### config.mk
export PLATFORM = sky130hd
export DESIGN_NAME = frame_slot_flip_pacer
export DESIGN_NICKNAME = d
export VERILOG_FILES = /design/src/hw/rtl/fsfp_pkg.sv /design/src/hw/rtl/fsfp_ctrl.sv /design/src/hw/rtl/fsfp_datapath.sv /design/src/hw/rtl/frame_slot_flip_pacer.sv
export VERILOG_INCLUDE_DIRS = /design/src /design/src/hw/rtl
export SDC_FILE = /design/constraint.sdc
export NUM_CORES = 1
export LEC_CHECK = 0
export ABC_AREA = 1
export BUFFER_PORTS_ARGS = -buffer_cell sky130_fd_sc_hd__buf_4
export CAP_MARGIN = 20
export CORE_MARGIN = 8
export CORE_UTILIZATION = 60
export CTS_CLUSTER_DIAMETER = 200
export DETAILED_ROUTE_END_ITERATION = 12
export PLACE_DENSITY = 0.88
export SETUP_SLACK_MARGIN = 0.2
export SLEW_MARGIN = 20
export SYNTH_ARGS = -nofsm -noshare
export SYNTH_HDL_FRONTEND = slang
export SYNTH_SLANG_ARGS = --single-unit
### constraint.sdc
create_clock -name clk -period 10.2 [get_ports clk]
set_clock_uncertainty 0.1 [all_clocks]
set_input_delay 0.51 -clock clk [delete_from_list [all_inputs] [get_ports clk]]
set_output_delay 0.51 -clock clk [all_outputs]
set_load 0.02 [all_outputs]
### src/hw/rtl/frame_slot_flip_pacer_assert.svh
// ----------------------------------------------------------------------------
// Frame slot flip pacer assertion macros
// Clocked on clk, disabled while rst is high.
// ----------------------------------------------------------------------------
`ifndef FRAME_SLOT_FLIP_PACER_ASSERT_SVH
`define FRAME_SLOT_FLIP_PACER_ASSERT_SVH

// cond holds in a cycle -> expr holds in the same cycle
`define FSFP_ASSERT_IMP(name, cond, expr, msg) \
  name: assert property (@(posedge clk) disable iff (rst) (cond) |-> (expr)) \
    else $error(msg);

// cond holds in a cycle -> expr holds in the next cycle
`define FSFP_ASSERT_NEXT(name, cond, expr, msg) \
  name: assert property (@(posedge clk) disable iff (rst) (cond) |=> (expr)) \
    else $error(msg);

`endif

### src/hw/rtl/fsfp_pkg.sv
// ----------------------------------------------------------------------------
// fsfp_pkg
// Word types, operation and slot state codes, controller/datapath links.
// ----------------------------------------------------------------------------
package fsfp_pkg;

  localparam int SLOTS        = 4;
  localparam int PERIOD_W     = 20;
  localparam int ELAPSED_W    = 20;
  localparam int FRAME_W      = 24;
  localparam int GEN_W        = 8;
  localparam int SLOT_FIELD_W = 2;
  localparam int LOOPS_W      = 2;
  localparam int LOOP_TOTAL_W = 16;
  localparam int SLOTS_CFG_W  = 3;
  localparam int CFG_DATA_W   = 20;

  localparam logic [SLOTS_CFG_W-1:0] SLOTS_IN_USE_RESET = 3'd4;
  localparam logic [PERIOD_W-1:0]    FRAME_PERIOD_RESET = 20'd33367;

  typedef enum logic [1:0] {
    OP_CLAIM    = 2'd0,
    OP_COMPLETE = 2'd1,
    OP_TICK     = 2'd2,
    OP_RESTART  = 2'd3
  } op_t;

  typedef enum logic {
    CFG_SLOTS_IN_USE = 1'b0,
    CFG_FRAME_PERIOD = 1'b1
  } cfg_reg_t;

  typedef enum logic [2:0] {
    SLOT_EMPTY     = 3'd0,
    SLOT_FILLING   = 3'd1,
    SLOT_QUEUED    = 3'd2,
    SLOT_ON_SCREEN = 3'd3,
    SLOT_PARKED    = 3'd4
  } slot_state_t;

  typedef struct packed {
    op_t                     operation;
    logic [ELAPSED_W-1:0]    elapsed_us;
    logic [SLOT_FIELD_W-1:0] slot_index;
    logic [GEN_W-1:0]        generation_tag;
    logic                    decode_ok;
    logic [FRAME_W-1:0]      frame_number;
    logic                    looped_flag;
  } item_t;

  typedef struct packed {
    logic                    claim_granted;
    logic [SLOT_FIELD_W-1:0] claim_slot;
    logic [GEN_W-1:0]        claim_generation;
    logic                    rewind_decoder;
    logic                    frame_shown;
    logic [SLOT_FIELD_W-1:0] shown_slot;
    logic [FRAME_W-1:0]      latest_frame;
    logic [LOOPS_W-1:0]      loops_seen;
    logic [LOOP_TOTAL_W-1:0] loop_total;
    logic                    playback_ended;
  } result_t;

  typedef struct packed {
    logic capture;
    logic exec;
    logic clamp;
    logic pop;
    logic finish;
  } dp_cmd_t;

  typedef struct packed {
    op_t  op;
    logic ended;
    logic below_period;
    logic can_pop;
  } dp_status_t;

endpackage

### src/hw/rtl/fsfp_ctrl.sv
// ----------------------------------------------------------------------------
// fsfp_ctrl
// Sequencer: capture a word, run its operation, pop due frames, flag result.
// ----------------------------------------------------------------------------
module fsfp_ctrl (
  input  logic                 clk,
  input  logic                 rst,
  input  logic                 item_valid,
  output logic                 item_ready,
  output logic                 result_valid,
  input  logic                 result_ready,
  output fsfp_pkg::dp_cmd_t    cmd,
  input  fsfp_pkg::dp_status_t status
);
  import fsfp_pkg::*;

  typedef enum logic [3:0] {
    ST_IDLE  = 4'b0001,
    ST_EXEC  = 4'b0010,
    ST_CLAMP = 4'b0100,
    ST_POP   = 4'b1000
  } state_t;

  state_t state, state_next;
  logic   done;

  always_comb begin
    state_next = state;
    cmd        = '0;
    done       = 1'b0;
    item_ready = (state == ST_IDLE) && (!result_valid || result_ready);
    case (state)
      ST_IDLE: begin
        if (item_valid && item_ready) begin
          cmd.capture = 1'b1;
          state_next  = ST_EXEC;
        end
      end
      ST_EXEC: begin
        cmd.exec = 1'b1;
        if (status.op == OP_TICK && !status.ended) begin
          state_next = ST_CLAMP;
        end else begin
          done       = 1'b1;
          state_next = ST_IDLE;
        end
      end
      ST_CLAMP: begin
        cmd.clamp = 1'b1;
        if (status.below_period) begin
          done       = 1'b1;
          state_next = ST_IDLE;
        end else begin
          state_next = ST_POP;
        end
      end
      ST_POP: begin
        if (status.can_pop) begin
          cmd.pop = 1'b1;
        end else begin
          cmd.finish = 1'b1;
          done       = 1'b1;
          state_next = ST_IDLE;
        end
      end
      default: state_next = ST_IDLE;
    endcase
  end

  always_ff @(posedge clk) begin
    if (rst) begin
      state        <= ST_IDLE;
      result_valid <= 1'b0;
    end else begin
      state <= state_next;
      if (done) begin
        result_valid <= 1'b1;
      end else if (result_ready) begin
        result_valid <= 1'b0;
      end
    end
  end

endmodule

### src/hw/rtl/fsfp_datapath.sv
// ----------------------------------------------------------------------------
// fsfp_datapath
// Slot table, ready queue, pacing time and counters, driven by the sequencer.
// ----------------------------------------------------------------------------
module fsfp_datapath #(
  parameter int MAX_CATCH_UP = 3
) (
  input  logic                                clk,
  input  logic                                rst,
  input  logic                                cfg_write,
  input  fsfp_pkg::cfg_reg_t                  cfg_index,
  input  logic [fsfp_pkg::CFG_DATA_W-1:0]     cfg_data,
  input  fsfp_pkg::item_t                     item,
  input  fsfp_pkg::dp_cmd_t                   cmd,
  output fsfp_pkg::dp_status_t                status,
  output fsfp_pkg::result_t                   result
);
  import fsfp_pkg::*;

  localparam int IW = $clog2(SLOTS);
  localparam int CW = $clog2(SLOTS + 1);
  localparam int PW = PERIOD_W + $clog2(MAX_CATCH_UP + 1);

  logic [SLOTS_CFG_W-1:0]  slots_in_use;
  logic [PERIOD_W-1:0]     frame_period_us;

  item_t                   held;
  slot_state_t             slot_status [SLOTS];
  logic [FRAME_W-1:0]      slot_frame [SLOTS];
  logic                    slot_loop_mark [SLOTS];
  logic [IW-1:0]           ready_queue [SLOTS];
  logic [IW-1:0]           q_rd_ptr;
  logic [CW-1:0]           q_fill;
  logic [GEN_W-1:0]        generation;
  logic                    restart_pending;
  logic                    end_reached;
  logic                    ended_flag;
  logic [IW-1:0]           displayed_slot;
  logic [IW-1:0]           retired_slot;
  logic                    retired_valid;
  logic [PW-1:0]           pending_us;
  logic [PW:0]             accum_us;
  logic [FRAME_W-1:0]      frame_now;
  logic [LOOP_TOTAL_W-1:0] loop_counter;

  logic                    r_granted;
  logic [IW-1:0]           r_slot;
  logic [GEN_W-1:0]        r_gen;
  logic                    r_rewind;
  logic                    r_shown;
  logic                    r_ended;
  logic                    r_taken;
  logic [LOOPS_W-1:0]      r_loops;
  logic [IW-1:0]           newest;

  logic [PERIOD_W-1:0]     period;
  logic [PW-1:0]           pend_cap;
  logic [PW-1:0]           clamp_value;
  logic [CW-1:0]           usable;
  logic                    claim_found;
  logic [IW-1:0]           claim_idx;
  logic [IW-1:0]           sel_slot;
  logic                    complete_hit;
  logic                    queue_push;
  logic [IW:0]             tail_sum;
  logic [IW-1:0]           tail;
  logic [IW-1:0]           head_inc;
  logic [IW-1:0]           pop_slot;
  logic                    below_period;
  logic                    can_pop;

  always_comb begin
    period      = (frame_period_us == '0) ? PERIOD_W'(1) : frame_period_us;
    pend_cap    = PW'(MAX_CATCH_UP) * PW'(period);
    clamp_value = (accum_us > (PW + 1)'(pend_cap)) ? pend_cap : PW'(accum_us);
    if (int'(slots_in_use) < SLOTS) begin
      usable = CW'(slots_in_use);
    end else begin
      usable = CW'(SLOTS);
    end
    claim_found = 1'b0;
    claim_idx   = '0;
    for (int i = 0; i < SLOTS; i++) begin
      if (!claim_found && CW'(i) < usable && slot_status[i] == SLOT_EMPTY) begin
        claim_found = 1'b1;
        claim_idx   = IW'(i);
      end
    end
    sel_slot     = IW'(held.slot_index);
    complete_hit = (int'(held.slot_index) < SLOTS) && (slot_status[sel_slot] == SLOT_FILLING);
    queue_push   = cmd.exec && (held.operation == OP_COMPLETE) && complete_hit &&
                   (held.generation_tag == generation) && held.decode_ok;
    tail_sum     = (IW + 1)'(q_rd_ptr) + (IW + 1)'(q_fill);
    tail         = (int'(tail_sum) >= SLOTS) ? IW'(int'(tail_sum) - SLOTS) : IW'(tail_sum);
    head_inc     = (q_rd_ptr == IW'(SLOTS - 1)) ? '0 : q_rd_ptr + 1'b1;
    pop_slot     = ready_queue[q_rd_ptr];
    below_period = accum_us < (PW + 1)'(period);
    can_pop      = (pending_us >= PW'(period)) && (q_fill != '0);
  end

  always_ff @(posedge clk) begin
    if (rst) begin
      slots_in_use    <= SLOTS_IN_USE_RESET;
      frame_period_us <= FRAME_PERIOD_RESET;
    end else if (cfg_write) begin
      case (cfg_index)
        CFG_SLOTS_IN_USE: slots_in_use    <= cfg_data[SLOTS_CFG_W-1:0];
        CFG_FRAME_PERIOD: frame_period_us <= cfg_data[PERIOD_W-1:0];
        default: ;
      endcase
    end
  end

  always_ff @(posedge clk) begin
    if (cmd.capture) begin
      held <= item;
    end
  end

  always_ff @(posedge clk) begin
    if (queue_push) begin
      slot_frame[sel_slot]     <= held.frame_number;
      slot_loop_mark[sel_slot] <= held.looped_flag;
      ready_queue[tail]        <= sel_slot;
    end
  end

  always_ff @(posedge clk) begin
    if (rst) begin
      for (int i = 0; i < SLOTS; i++) begin
        slot_status[i] <= (i == 0) ? SLOT_ON_SCREEN : SLOT_EMPTY;
      end
      q_rd_ptr        <= '0;
      q_fill          <= '0;
      generation      <= '0;
      restart_pending <= 1'b0;
      end_reached     <= 1'b0;
      ended_flag      <= 1'b0;
      displayed_slot  <= '0;
      retired_valid   <= 1'b0;
      pending_us      <= '0;
      accum_us        <= '0;
      frame_now       <= '0;
      loop_counter    <= '0;
      r_granted       <= 1'b0;
      r_slot          <= '0;
      r_gen           <= '0;
      r_rewind        <= 1'b0;
      r_shown         <= 1'b0;
      r_ended         <= 1'b0;
      r_taken         <= 1'b0;
      r_loops         <= '0;
    end else begin
      if (cmd.capture) begin
        r_granted <= 1'b0;
        r_slot    <= '0;
        r_gen     <= '0;
        r_rewind  <= 1'b0;
        r_shown   <= 1'b0;
        r_ended   <= 1'b0;
        r_taken   <= 1'b0;
        r_loops   <= '0;
      end

      if (cmd.exec) begin
        case (held.operation)
          OP_CLAIM: begin
            if (restart_pending) begin
              restart_pending <= 1'b0;
              r_rewind        <= 1'b1;
            end else if (!end_reached && claim_found) begin
              slot_status[claim_idx] <= SLOT_FILLING;
              r_granted              <= 1'b1;
              r_slot                 <= claim_idx;
              r_gen                  <= generation;
            end
          end
          OP_COMPLETE: begin
            if (complete_hit) begin
              if (held.generation_tag != generation) begin
                slot_status[sel_slot] <= SLOT_EMPTY;
              end else if (held.decode_ok) begin
                slot_status[sel_slot] <= SLOT_QUEUED;
                q_fill                <= q_fill + 1'b1;
              end else begin
                slot_status[sel_slot] <= SLOT_EMPTY;
                end_reached           <= 1'b1;
              end
            end
          end
          OP_TICK: begin
            if (!ended_flag) begin
              accum_us <= (PW + 1)'(pending_us) + (PW + 1)'(held.elapsed_us);
            end
          end
          OP_RESTART: begin
            generation      <= generation + 1'b1;
            restart_pending <= 1'b1;
            end_reached     <= 1'b0;
            for (int i = 0; i < SLOTS; i++) begin
              if (slot_status[i] == SLOT_QUEUED) begin
                slot_status[i] <= SLOT_EMPTY;
              end
            end
            q_fill       <= '0;
            frame_now    <= '0;
            pending_us   <= '0;
            loop_counter <= '0;
            ended_flag   <= 1'b0;
          end
          default: ;
        endcase
      end

      if (cmd.clamp) begin
        pending_us <= below_period ? PW'(accum_us) : clamp_value;
      end

      if (cmd.pop) begin
        q_rd_ptr   <= head_inc;
        q_fill     <= q_fill - 1'b1;
        pending_us <= pending_us - PW'(period);
        if (r_taken) begin
          slot_status[newest] <= SLOT_EMPTY;
        end
        newest    <= pop_slot;
        r_taken   <= 1'b1;
        frame_now <= slot_frame[pop_slot];
        if (slot_loop_mark[pop_slot]) begin
          if (loop_counter != '1) begin
            loop_counter <= loop_counter + 1'b1;
          end
          if (r_loops != '1) begin
            r_loops <= r_loops + 1'b1;
          end
        end
      end

      if (cmd.finish) begin
        if (!r_taken) begin
          if (end_reached && q_fill == '0) begin
            ended_flag <= 1'b1;
            pending_us <= '0;
            r_ended    <= 1'b1;
          end
        end else begin
          if (retired_valid) begin
            slot_status[retired_slot] <= SLOT_EMPTY;
          end
          retired_slot                <= displayed_slot;
          retired_valid               <= 1'b1;
          slot_status[displayed_slot] <= SLOT_PARKED;
          displayed_slot              <= newest;
          slot_status[newest]         <= SLOT_ON_SCREEN;
          r_shown                     <= 1'b1;
        end
      end
    end
  end

  always_comb begin
    status.op           = held.operation;
    status.ended        = ended_flag;
    status.below_period = below_period;
    status.can_pop      = can_pop;

    result.claim_granted    = r_granted;
    result.claim_slot       = SLOT_FIELD_W'(r_slot);
    result.claim_generation = r_gen;
    result.rewind_decoder   = r_rewind;
    result.frame_shown      = r_shown;
    result.shown_slot       = SLOT_FIELD_W'(displayed_slot);
    result.latest_frame     = frame_now;
    result.loops_seen       = r_loops;
    result.loop_total       = loop_counter;
    result.playback_ended   = r_ended;
  end

endmodule

### src/hw/rtl/frame_slot_flip_pacer.sv
// ----------------------------------------------------------------------------
// frame_slot_flip_pacer
// Frame buffer pacer between a picture decoder and a display.
//
//   channel   handshake                  payload
//   item      item_valid / item_ready    item   (fsfp_pkg::item_t)
//   result    result_valid / result_ready result (fsfp_pkg::result_t)
//   config    cfg_write                  cfg_index, cfg_data
//
// One word at a time. Claim, complete, restart and a tick after playback ended
// raise result_valid on leaving the exec state; any other tick goes on to the
// clamp state and then pops due frames (at most MAX_CATCH_UP, one per cycle),
// unless the pending time stays below one frame period, before the result is flagged.
// The next word is accepted once the result is taken, in that same cycle.
// Reset is synchronous; no clearing pass is needed.
// ----------------------------------------------------------------------------
`include "frame_slot_flip_pacer_assert.svh"

module frame_slot_flip_pacer #(
  parameter int MAX_CATCH_UP = 3
) (
  input  logic                            clk,
  input  logic                            rst,
  input  logic                            cfg_write,
  input  fsfp_pkg::cfg_reg_t              cfg_index,
  input  logic [fsfp_pkg::CFG_DATA_W-1:0] cfg_data,
  input  logic                            item_valid,
  output logic                            item_ready,
  input  fsfp_pkg::item_t                 item,
  output logic                            result_valid,
  input  logic                            result_ready,
  output fsfp_pkg::result_t               result
);
  import fsfp_pkg::*;

  dp_cmd_t    cmd;
  dp_status_t status;
  logic       item_take;
  logic       shown_out;

  fsfp_ctrl u_ctrl (
    .clk          (clk),
    .rst          (rst),
    .item_valid   (item_valid),
    .item_ready   (item_ready),
    .result_valid (result_valid),
    .result_ready (result_ready),
    .cmd          (cmd),
    .status       (status)
  );

  fsfp_datapath #(
    .MAX_CATCH_UP (MAX_CATCH_UP)
  ) u_datapath (
    .clk       (clk),
    .rst       (rst),
    .cfg_write (cfg_write),
    .cfg_index (cfg_index),
    .cfg_data  (cfg_data),
    .item      (item),
    .cmd       (cmd),
    .status    (status),
    .result    (result)
  );

  assign item_take = item_valid && item_ready;
  assign shown_out = result_valid && result.frame_shown;

  `FSFP_ASSERT_IMP(a_take_free, item_take, !result_valid || result_ready, "result overrun")
  `FSFP_ASSERT_NEXT(a_gap_after_take, item_take, !result_valid, "result too early")
  `FSFP_ASSERT_IMP(a_shown_not_ended, shown_out, !result.playback_ended, "shown and ended")

endmodule

After elaboration in Yosys (flattened, before gate mapping). Memory sizes are Yosys's and may differ from the RTL's. A register that Yosys moved wholly into a read port is not among the register bits. Cells that the tools add are included.

Reduce and logical (&&, ||, !) cells: 56. Add/subtract/negate cells: 10. Equality and inequality tests: 27. Bitwise operators: 16. Muxes and demuxes: 180. Multiply operators: 1. Magnitude comparators: 9.

Operators with widths (number): two-way mux 22 bit (9); two-way mux 1 bit (108); two-way mux 16 bit (5); two-way mux 24 bit (3); two-way mux 3 bit (19); two-way mux 2 bit (22); two-way mux 8 bit (5); adder 22 x 20 -> 23 bit (1); > comparator 23 x 22 -> 1 bit (1); less-than comparator 23 x 20 -> 1 bit (1); >= comparator 22 x 20 -> 1 bit (1); multiplier 2 x 20 -> 22 bit, first input constant (1); subtractor 22 x 20 -> 22 bit (1); zero test 20 bit (1); two-way mux 20 bit (1); logical AND 1 bit (17); adder 16 x 1 -> 16 bit, second input constant (1); inequality test 16 bit, second input constant (1); case mux 4 bit (4 select lines) (1); AND reduction 2 bit (8); zero test 3 bit (5); OR reduction 3 bit (5); == test 3 x 2 -> 1 bit, second input constant (4); two-way mux 4 bit (3); 37 further kinds (75).

Register bits after elaboration: 211. RAM bits: 120. Input port bits: 84. Memories: 4.

Memory list: u_datapath.slot_frame (depth 4, bits a word 24, read ports 1, clocked after memory_dff 0, wr ports 1, line fsfp_datapath.sv:29) `logic [FRAME_W-1:0] slot_frame [SLOTS];`; u_datapath.slot_status (depth 4, bits a word 3, read ports 5, clocked after memory_dff 1, wr ports 4, line fsfp_datapath.sv:28) `slot_state_t slot_status [SLOTS];`; u_datapath.ready_queue (depth 4, bits a word 2, read ports 1, clocked after memory_dff 1, wr ports 1, line fsfp_datapath.sv:31) `logic [IW-1:0] ready_queue [SLOTS];`; u_datapath.slot_loop_mark (depth 4, bits a word 1, read ports 1, clocked after memory_dff 0, wr ports 1, line fsfp_datapath.sv:30) `logic slot_loop_mark [SLOTS];`.

Depth between registers and ports, before layout.
Depth after elaboration: 28. Depth in mapped cells: 32. Depth with buffers taken out: 31.

Hierarchy. From an unflattened synthesis, not the netlist that was laid out.

Cells, all modules: 2326. Area, all modules: 18679.2 um^2.

By module, submodules not included: fsfp_datapath (area each 18383.9 um^2, cells an instance 2279, instances 1, seq. area each 8308.0 um^2); fsfp_ctrl (area each 295.3 um^2, cells an instance 47, instances 1, seq. area each 100.1 um^2).

Worst setup path after synthesis. No wires, ideal clock.

Path kind: reg-to-reg. From: register u_datapath.frame_period_us[18]. To: register u_datapath.pending_us[11]. Cell stages (with the launch flop): 29. Clock period less this slack: 4.295 ns. Setup time: 0.109 ns. Arrival: 4.086 ns. Setup slack: 5.905 ns. Cells stage by stage: dfxtp_1 > inv_1 > ha_1 > nand4_1 > nor4_1 > nand2_1 > inv_1 > nor2_1 > inv_1 > ha_1 > inv_1 > fa_1 > o31ai_1 > nand2_1 > nand3_1 > a21oi_1 > xnor2_1 > inv_1 > ha_1 > nand2_1 > nor4_1 > nand4_1 > nand3_1 > clkbuf_1 > a21oi_1 > nand2_1 > nand3_1 > nand2_1 > inv_1.

Longest elaborated chain between the ends: 11.

RTL lines: start, declared (line fsfp_datapath.sv:25) `logic [PERIOD_W-1:0] frame_period_us;`; start signal, assigned (line fsfp_datapath.sv:108) `CFG_FRAME_PERIOD: frame_period_us <= cfg_data[PERIOD_W-1:0];`; zero test 20 bit (line fsfp_datapath.sv:73) `period = (frame_period_us == '0) ? PERIOD_W'(1) : frame_period_us;`; two-way mux 20 bit * (line fsfp_datapath.sv:73); multiplier 2 x 20 -> 22 bit (line fsfp_datapath.sv:74) `pend_cap = PW'(MAX_CATCH_UP) * PW'(period);`; > comparator 23 x 22 -> 1 bit (line fsfp_datapath.sv:75) `clamp_value = (accum_us > (PW + 1)'(pend_cap)) ? pend_cap : PW'(accum_us);`; two-way mux 22 bit (line fsfp_datapath.sv:75); two-way mux 22 bit (line fsfp_datapath.sv:216) `pending_us <= below_period ? PW'(accum_us) : clamp_value;`; two-way mux 22 bit (line fsfp_datapath.sv:215) `if (cmd.clamp) begin`; two-way mux 22 bit (line fsfp_datapath.sv:219) `if (cmd.pop) begin`; two-way mux 22 bit (line fsfp_datapath.sv:241) `if (end_reached && q_fill == '0) begin`; two-way mux 22 bit (line fsfp_datapath.sv:240) `if (!r_taken) begin`; two-way mux 22 bit * (line fsfp_datapath.sv:239) `if (cmd.finish) begin`; end signal, assigned (line fsfp_datapath.sv:216); end signal, assigned (line fsfp_datapath.sv:222) `pending_us <= pending_us - PW'(period);`; end, declared (line fsfp_datapath.sv:41) `logic [PW-1:0] pending_us;`.

Every way passes the cells marked *; elsewhere a longest branch is shown, timed or not. A chain may end at the register's enable or synchronous reset.

Final worst setup path.
From: register u_datapath.frame_period_us[18]. To: register u_datapath.pending_us[6].

Same word-level chain as after synthesis.

==> flow_summary.toml <==
[status]
status = "completed"

[logic_synthesis]
synthCells = 2051
synth_area_per_cell_um2 = 8.61
syn_nets = 2254
yosys.area.top_type = "edfxtp_1"
yosys-top-cells-area = "edfxtp_1 29%, dfxtp_1 19%, ha_1 8.2%"
ys_warn_count = 0
syn-cell-area_um2 = 17700
async_reset_ff_share_pct = 0
synth-seq-cells = 335
synth_edf_count = 170
ys.flop_type = "edfxtp_1"
synth.top_cell.area_share_pct = 28.9
yosysUniqueCellTypes = 55
seq_area_frac_synth_pct = 47.6
synth.most_common_cell = "nand2_1"
netlist_top_cells_count = "353 x nand2_1, 242 x inv_1, 199 x nor2_1"

[power_and_ir_drop]
netSwitchingFraction_pct = 25.0
power_mw = 3.12
power_frac_clock_pct = 42.4
powerDensity_nw_per_um2 = 155
seqPwrFrac_pct = 47.7
p_comb_share_pct = 9.9
p_switching_mw = 0.781
leakage_nw = 8.81
internal_power_mw = 2.34
ir_drop_mv = 0.151

[timing]
finalMaxSlewViolations = 0
timing.slew.headroom_pct = 30.2
grt_setup_unrepaired = "no"
finalCriticalPeriod_ns = 6.37
setup_viol = 0
finalHoldViolCount = 0
period_share_pct = 62.4
worstMarginPinSlew_ns = 1.04
max_clock_freq_mhz = 157
fin_setup_tns_ns = 0

[cts]
holdBufCountCts = 0
clock_latency_ns = 0.54
cts.clk_slew.worst_paths_ns = 0.06
htreeDepth = 2
cts_made_buffers = 35
root_buffer = "clkbuf_16"
cts_sinks = 335
cts_tree = "built"
postCtsSetupBuffers = 0
cts.repair.resized = 0
clk_path_buf_depth = 3

[worst_hold_path]
hp-class = "in2reg"

[cells_and_area]
layout-drive-gt1-share_pct = 12.0
antennaDiodeCount = 0
syn_to_final_growth_pct = 14.1
seqCellArea_um2 = 8410
multi_input_area_um2 = 7960
num-fill-cells = 2257
nNetsFinal = 2369
finish.instance_area_um2 = 20200

[setup_path]
path_max_fanout = 24
start_kind = "register"
cp.arrival_ns = 6.69
slowest_stage = "inv_1"
crit_family = "simple AND/OR/NAND/NOR gates"
cp_num_buf_inv = 6
max_stage_delay_ns = 0.97
setup.worst_path.end_class = "register"
cp.required_ns = 10.52
setup.worst_path.class = "reg2reg"

[global_route]
grt_pass1_wl_um = 81700
grt-ovfl-total = 0
grt_pass1_vias = 15200
grt_usage_pct = 29.0
antenna_found_initial = 2
grt_max_degree = 56

[detailed_routing]
dr.pass1.iters = 5
vias = 15300
drt-total-wl_um = 52700
ant_nets = 0
route.detailed.drc = 0
wl_per_cell_um = 20.4
vias_per_cell = 5.94
drt_iter0_drc = 1494

[place]
dpl_cell_area_um2 = 19000
hpwl_um = 37300
io_buffers = 143
place_congestion = 0.942

[floorplan]
start_util_pct = 60.2
dieHeight_um = 188
pin_count = 144
die_x_um = 188
core_um2 = 29300
row_count = 63
dieArea_um2 = 35200

[job]
cap_viol_max_count = 0
-- layout by cell type (no fill, tap or decap), types with 20 or more instances in the layout --
cell type    n
nand2_1    353
inv_1      240
nor2_1     195
edfxtp_1   170
a21oi_1    169
dfxtp_1    165
o21ai_0    162
buf_4      151
ha_1       116
nand3_1    101
xor2_1      43
clkbuf_16   35
nand4_1     27
o22ai_1     27
nor3_1      25
o32a_1      24
xnor2_1     20
-- cell type report --
class,count,area share [%]
flip-flops and latches,335,41.7
multi-input cells,1385,39.5
inverters,258,4.83
well taps,390,2.42
clock inverters,21,1.40
repair buffers,151,5.62
clock buffers,43,4.54
-- path summary, 6_finish.rpt --
kind	cells after the start	slack, ns	to	from
max reg2reg	29	3.83	u_datapath.pending_us[6]$_SDFF_PP0_	u_datapath.frame_period_us[18]$_SDFFE_PP0P_
min	1	0.05	u_datapath.held[9]$_DFFE_PP_	item[9]
min reg2reg	2	0.37	u_datapath.r_shown$_SDFF_PP0_	u_datapath.r_shown$_SDFF_PP0_
max	29	3.83	u_datapath.pending_us[6]$_SDFF_PP0_	u_datapath.frame_period_us[18]$_SDFFE_PP0P_
-- through the flow --
stage	worst slack [ns]	hold WS [ns]	util, %	std cells
global route	3.42	0.0366	68.8	2583
detailed placement	4.04	0.363	64.7	2519
CTS	4.02	0.0234	68.8	2583
finish	3.83	0.0459	68.8	2583
global placement	4.27	0.356	64.7	2519
floorplan	5.91	0.344	-	2051
-- kinds of logic (layout without fill, tap and decap cells) --
family          Yosys count  in the layout  share of synthesized area, %
compound gates          447            447                          14.4
xor+xnor                 63             63                          3.12
flops                   335            335                          47.6
mux                       1              1                        0.0567
buf+inv                 331            473                          7.58
fa+ha+maj               119            119                          8.56
simple gates            755            755                          18.7
-- sequential cells by signal (all words and copies together), names as in the netlist, 3 cells and up, named ones only --
signal and count:
u_datapath.slot_frame 96, u_datapath.held 54, u_datapath.frame_now 24, u_datapath.accum_us 23
u_datapath.pending_us 22, u_datapath.frame_period_us 20, u_datapath.loop_counter 16, u_datapath.slot_status 12
u_datapath.generation 8, u_datapath.r_gen 8, u_datapath.ready_queue 8, u_ctrl.state 4
u_datapath.slot_loop_mark 4, u_datapath.q_fill 3, u_datapath.slots_in_use 3
-- per-layer routing --
metal  vias to the layer above  share of wire (%)  global-route usage, %
met4                         4                3.5                   10.2
met3                       148                9.2                   5.72
met1                      7182                 40                   36.7
met2                       807                 47                   48.8
met5                         -              0.049                      0
li1                       7207                  -                      -
-- power by group through the flow --
stage                     Sequential, mW  Clock (mW)  Combinational (mW)
after floorplan                     1.50           0               0.201
after global placement              1.51           0               0.299
after detailed placement            1.52           0               0.302
after CTS                           1.49        1.34               0.306
after global routing                1.49        1.39               0.340
final                               1.49        1.33               0.309
(Power assumes the default switching activity.)
